`config.mk`:
```
export PLATFORM = sky130hd
export DESIGN_NAME = kti_ram
export DESIGN_NICKNAME = d
export VERILOG_FILES = /design/src/rtl/kti_ram.sv
export SDC_FILE = /design/constraint.sdc
export NUM_CORES = 1
export LEC_CHECK = 0
export BUFFER_PORTS_ARGS = -buffer_cell sky130_fd_sc_hd__buf_2
export CORE_UTILIZATION = 41
export DETAILED_ROUTE_END_ITERATION = 16
export MAX_ROUTING_LAYER = met4
export PLACE_DENSITY_LB_ADDON = 0.25
export SYNTH_ARGS = -nofsm -noshare
export SYNTH_HDL_FRONTEND = slang
export SYNTH_SLANG_ARGS = --single-unit
```
`constraint.sdc`:
```
create_clock -name clk -period 3.05 [get_ports clk]
set_clock_uncertainty 0.1 [all_clocks]
set_input_delay 0.305 -clock clk [delete_from_list [all_inputs] [get_ports clk]]
set_output_delay 0.305 -clock clk [all_outputs]
set_load 0.01 [all_outputs]
```
`src/rtl/kti_ram.sv`:
```
// Generic single-port-write, registered-read RAM.
`default_nettype none
module kti_ram #(
    parameter int WIDTH = 8,
    parameter int DEPTH = 16
) (
    input  wire logic                     clk,
    input  wire logic                     we,
    input  wire logic [$clog2(DEPTH)-1:0] waddr,
    input  wire logic [WIDTH-1:0]         wdata,
    input  wire logic                     re,
    input  wire logic [$clog2(DEPTH)-1:0] raddr,
    output logic      [WIDTH-1:0]         rdata
);

    logic [WIDTH-1:0] mem [DEPTH];

    always_ff @(posedge clk)
    begin
        if (we)
        begin
            mem[waddr] <= wdata;
        end
        if (re)
        begin
            rdata <= mem[raddr];
        end
    end

endmodule
`default_nettype wire

```
==> reports/qor.yml <==
min_to: "rdata[6]"
met3_usage: 0.0527
cts.clk_slew.worst_paths_ns: 0.06
ys_seq_area_frac: 0.781
final_util: 0.500
ff_latch_area_um2: 4080
synth_commonest_cells: "edfxtp_1, mux4_2, a22oi_1"
setup_tns_ns: 0
critPathMaxStageDelay_ns: 0.58
finalSetupViolations: 0
die-area_um2: 13200
r2r_start: "mem[3][6]"
gp_congestion: 0.707
ir_worst_vdd_mv: 0.355
combinationalPowerShare: 0.045
fmax_mhz: 563
clk_latency_ns: 0.40
grt.overflow.total: 0
start_kind: "primary input"
synth_top_area_frac: 0.781
finalPower_uw: 4150
hold_depth: 1
power_frac_seq: 0.510
crit_fanout: 14
syn_inst: 229
place_inst: 424
track_usage: 0.175
htree_levels: 4
use_met1: 0.227
netlist_top_cells_area: "edfxtp_1, mux4_2, mux4_1"
multi_input_area_um2: 1060
yosys_warnings: 0
slew_viol_final: 0
worst_r2r_path_depth: 3
coreArea_um2: 12200
ys_ff_latch: 136
p_per_area_nw_per_um2: 680
yosysTopAreaCell: "edfxtp_1"
drive_gt1_frac: 0.299
arrival_ns: 1.82
rsz0062_at_grt: "false"
synthAdderAreaFrac: 0
finalCritPeriodShare: 0.583
wire_per_inst_um: 21.8
critPathCaptureType: "flop"
yosys-mux-area-fraction: 0.148
switchingPower_uw: 855
slew_headroom: 0.358
synth_most_common_cell: "edfxtp_1"
final_cells: 457
via_count: 2410
required_ns: 3.10
die_w_um: 115
area_delta_synth_final_pct: 16.8
grt_pass1_vias: 2494
p_int_uw: 3300
swShare: 0.206
grt_start_max_net_pins: 21
ctsResizeCount: 0
hold_start: "re"
chipHeight_um: 115
synth_flop_cell: "edfxtp_1"
synth_compound_area_frac: 0.0230
async_reset_ff_frac: 0
crit_start: "raddr[0]"
row_count: 40
cts_hold_buf: 0
syn_nets: 248
tightest_slew_ns: 0.959
synth-xor-area-share: 0
viasPerCell: 5.27
dp.final_hpwl_mm: 6.16
root_buffer: "clkbuf_16"
grt_pass1_wl_mm: 15.2
worst-setup-path-type: "in2reg"
fillers: 1014
period_minus_slack_ns: 1.78
first_pass_iters: 4
drtIter0Drc: 149
pin_count: 27
synth.cell_area_um2: 5230
synth_top_family_by_area: "multiplexers"
p_leak_uw: 0.00204
post_cts_buffers: 0
grtUsageMet2: 0.259
antenna_found_initial: 1
wirelength_mm: 9.95
cts.sinks: 136
ant_nets: 0
synth_edf_count: 136
hold_class: "in2reg"
port_buffers: 26
holdWs_ns: 0.176
final_nets: 294
cts_tree: "yes"
grt_most_used_layer: "met2"
clockBufferDepth: 2
hold_viol_final: 0
critPathSlowestCell: "mux4_1"
synthSimpleGateAreaFrac: 0.0314
crit_chain: "buf_2 > buf_4 > mux4_1 > a22oi_1 > nand2_1"
route.detailed.drc: 0
start_util: 0.428
ys_types: 18
crit_family: "multiplexers"
path_buf_inv: 2
synth.avg_cell_area_um2: 22.8
outcome: "finished, final reports clean"
cts_buffers: 17
r2r-end: "rdata[6]"
maxCapViolCount: 0
pwr-share-clk: 0.445
reg2reg_slack_ns: 1.42
==> state kept, by name (all words and copies together), names as in the netlist <==
register and count:
mem 128, rdata 8
==> power groups by stage <==
stage	registers (uW)	clock network (uW)	logic, uW
global placement	2150	0	190
CTS	2120	1880	191
global route	2120	1950	206
detailed placement	2160	0	190
finish	2120	1850	188
floorplan	2160	0	106
==> layer usage <==
metal	vias up	routed length [um]
met3	10	431
li1	1077	-
met4	0	114
met1	1258	4550
met2	65	4860
met5	-	0
==> logic make-up after synthesis <==
kind of cell	count (synthesis)
buffers and inverters	10
AOI/OAI and AO/OA	16
DFF	136
muxes	32
and+or+nand+nor	35
==> through the flow <==
stage	setup slack (ns)	cell area (um2)
2_1_floorplan	1.15	5230
3_3_place_gp	0.774	5560
3_5_place_dp	0.793	5560
4_1_cts	1.22	6100
5_1_grt	1.20	6110
6_report	1.27	6110
==> layout make-up <==
type                            instances  area share
Clock inverter                         13      0.0176
Antenna cell                            1    0.000410
Clock buffer                           19      0.0709
Multi-Input combinational cell         83       0.173
Sequential cell                       136       0.669
Tap cell                              168      0.0344
Timing Repair Buffer                   37      0.0348
==> how the worst max path moves through the flow <==
| stage | cells past startpoint | end |
|---|---|---|
| floorplan | 2 | mem[0][0] |
| global placement | 5 | rdata[1] |
| detailed placement | 5 | rdata[1] |
| CTS | 5 | rdata[1] |
| global route | 5 | rdata[2] |
| finish | 5 | rdata[1] |
==> placed cells by master (no fill, tap or decap), types with 7 or more instances in the layout <==
master | netlist | final
edfxtp_1 | 136 | 136
buf_2 | 3 | 26
mux4_2 | 18 | 18
clkbuf_16 | 0 | 17
a22oi_1 | 16 | 16
mux4_1 | 14 | 14
nor2_1 | 13 | 13
buf_4 | 1 | 11
nand2_1 | 9 | 9
clkinv_2 | 0 | 7
(Power assumes the default switching activity.)
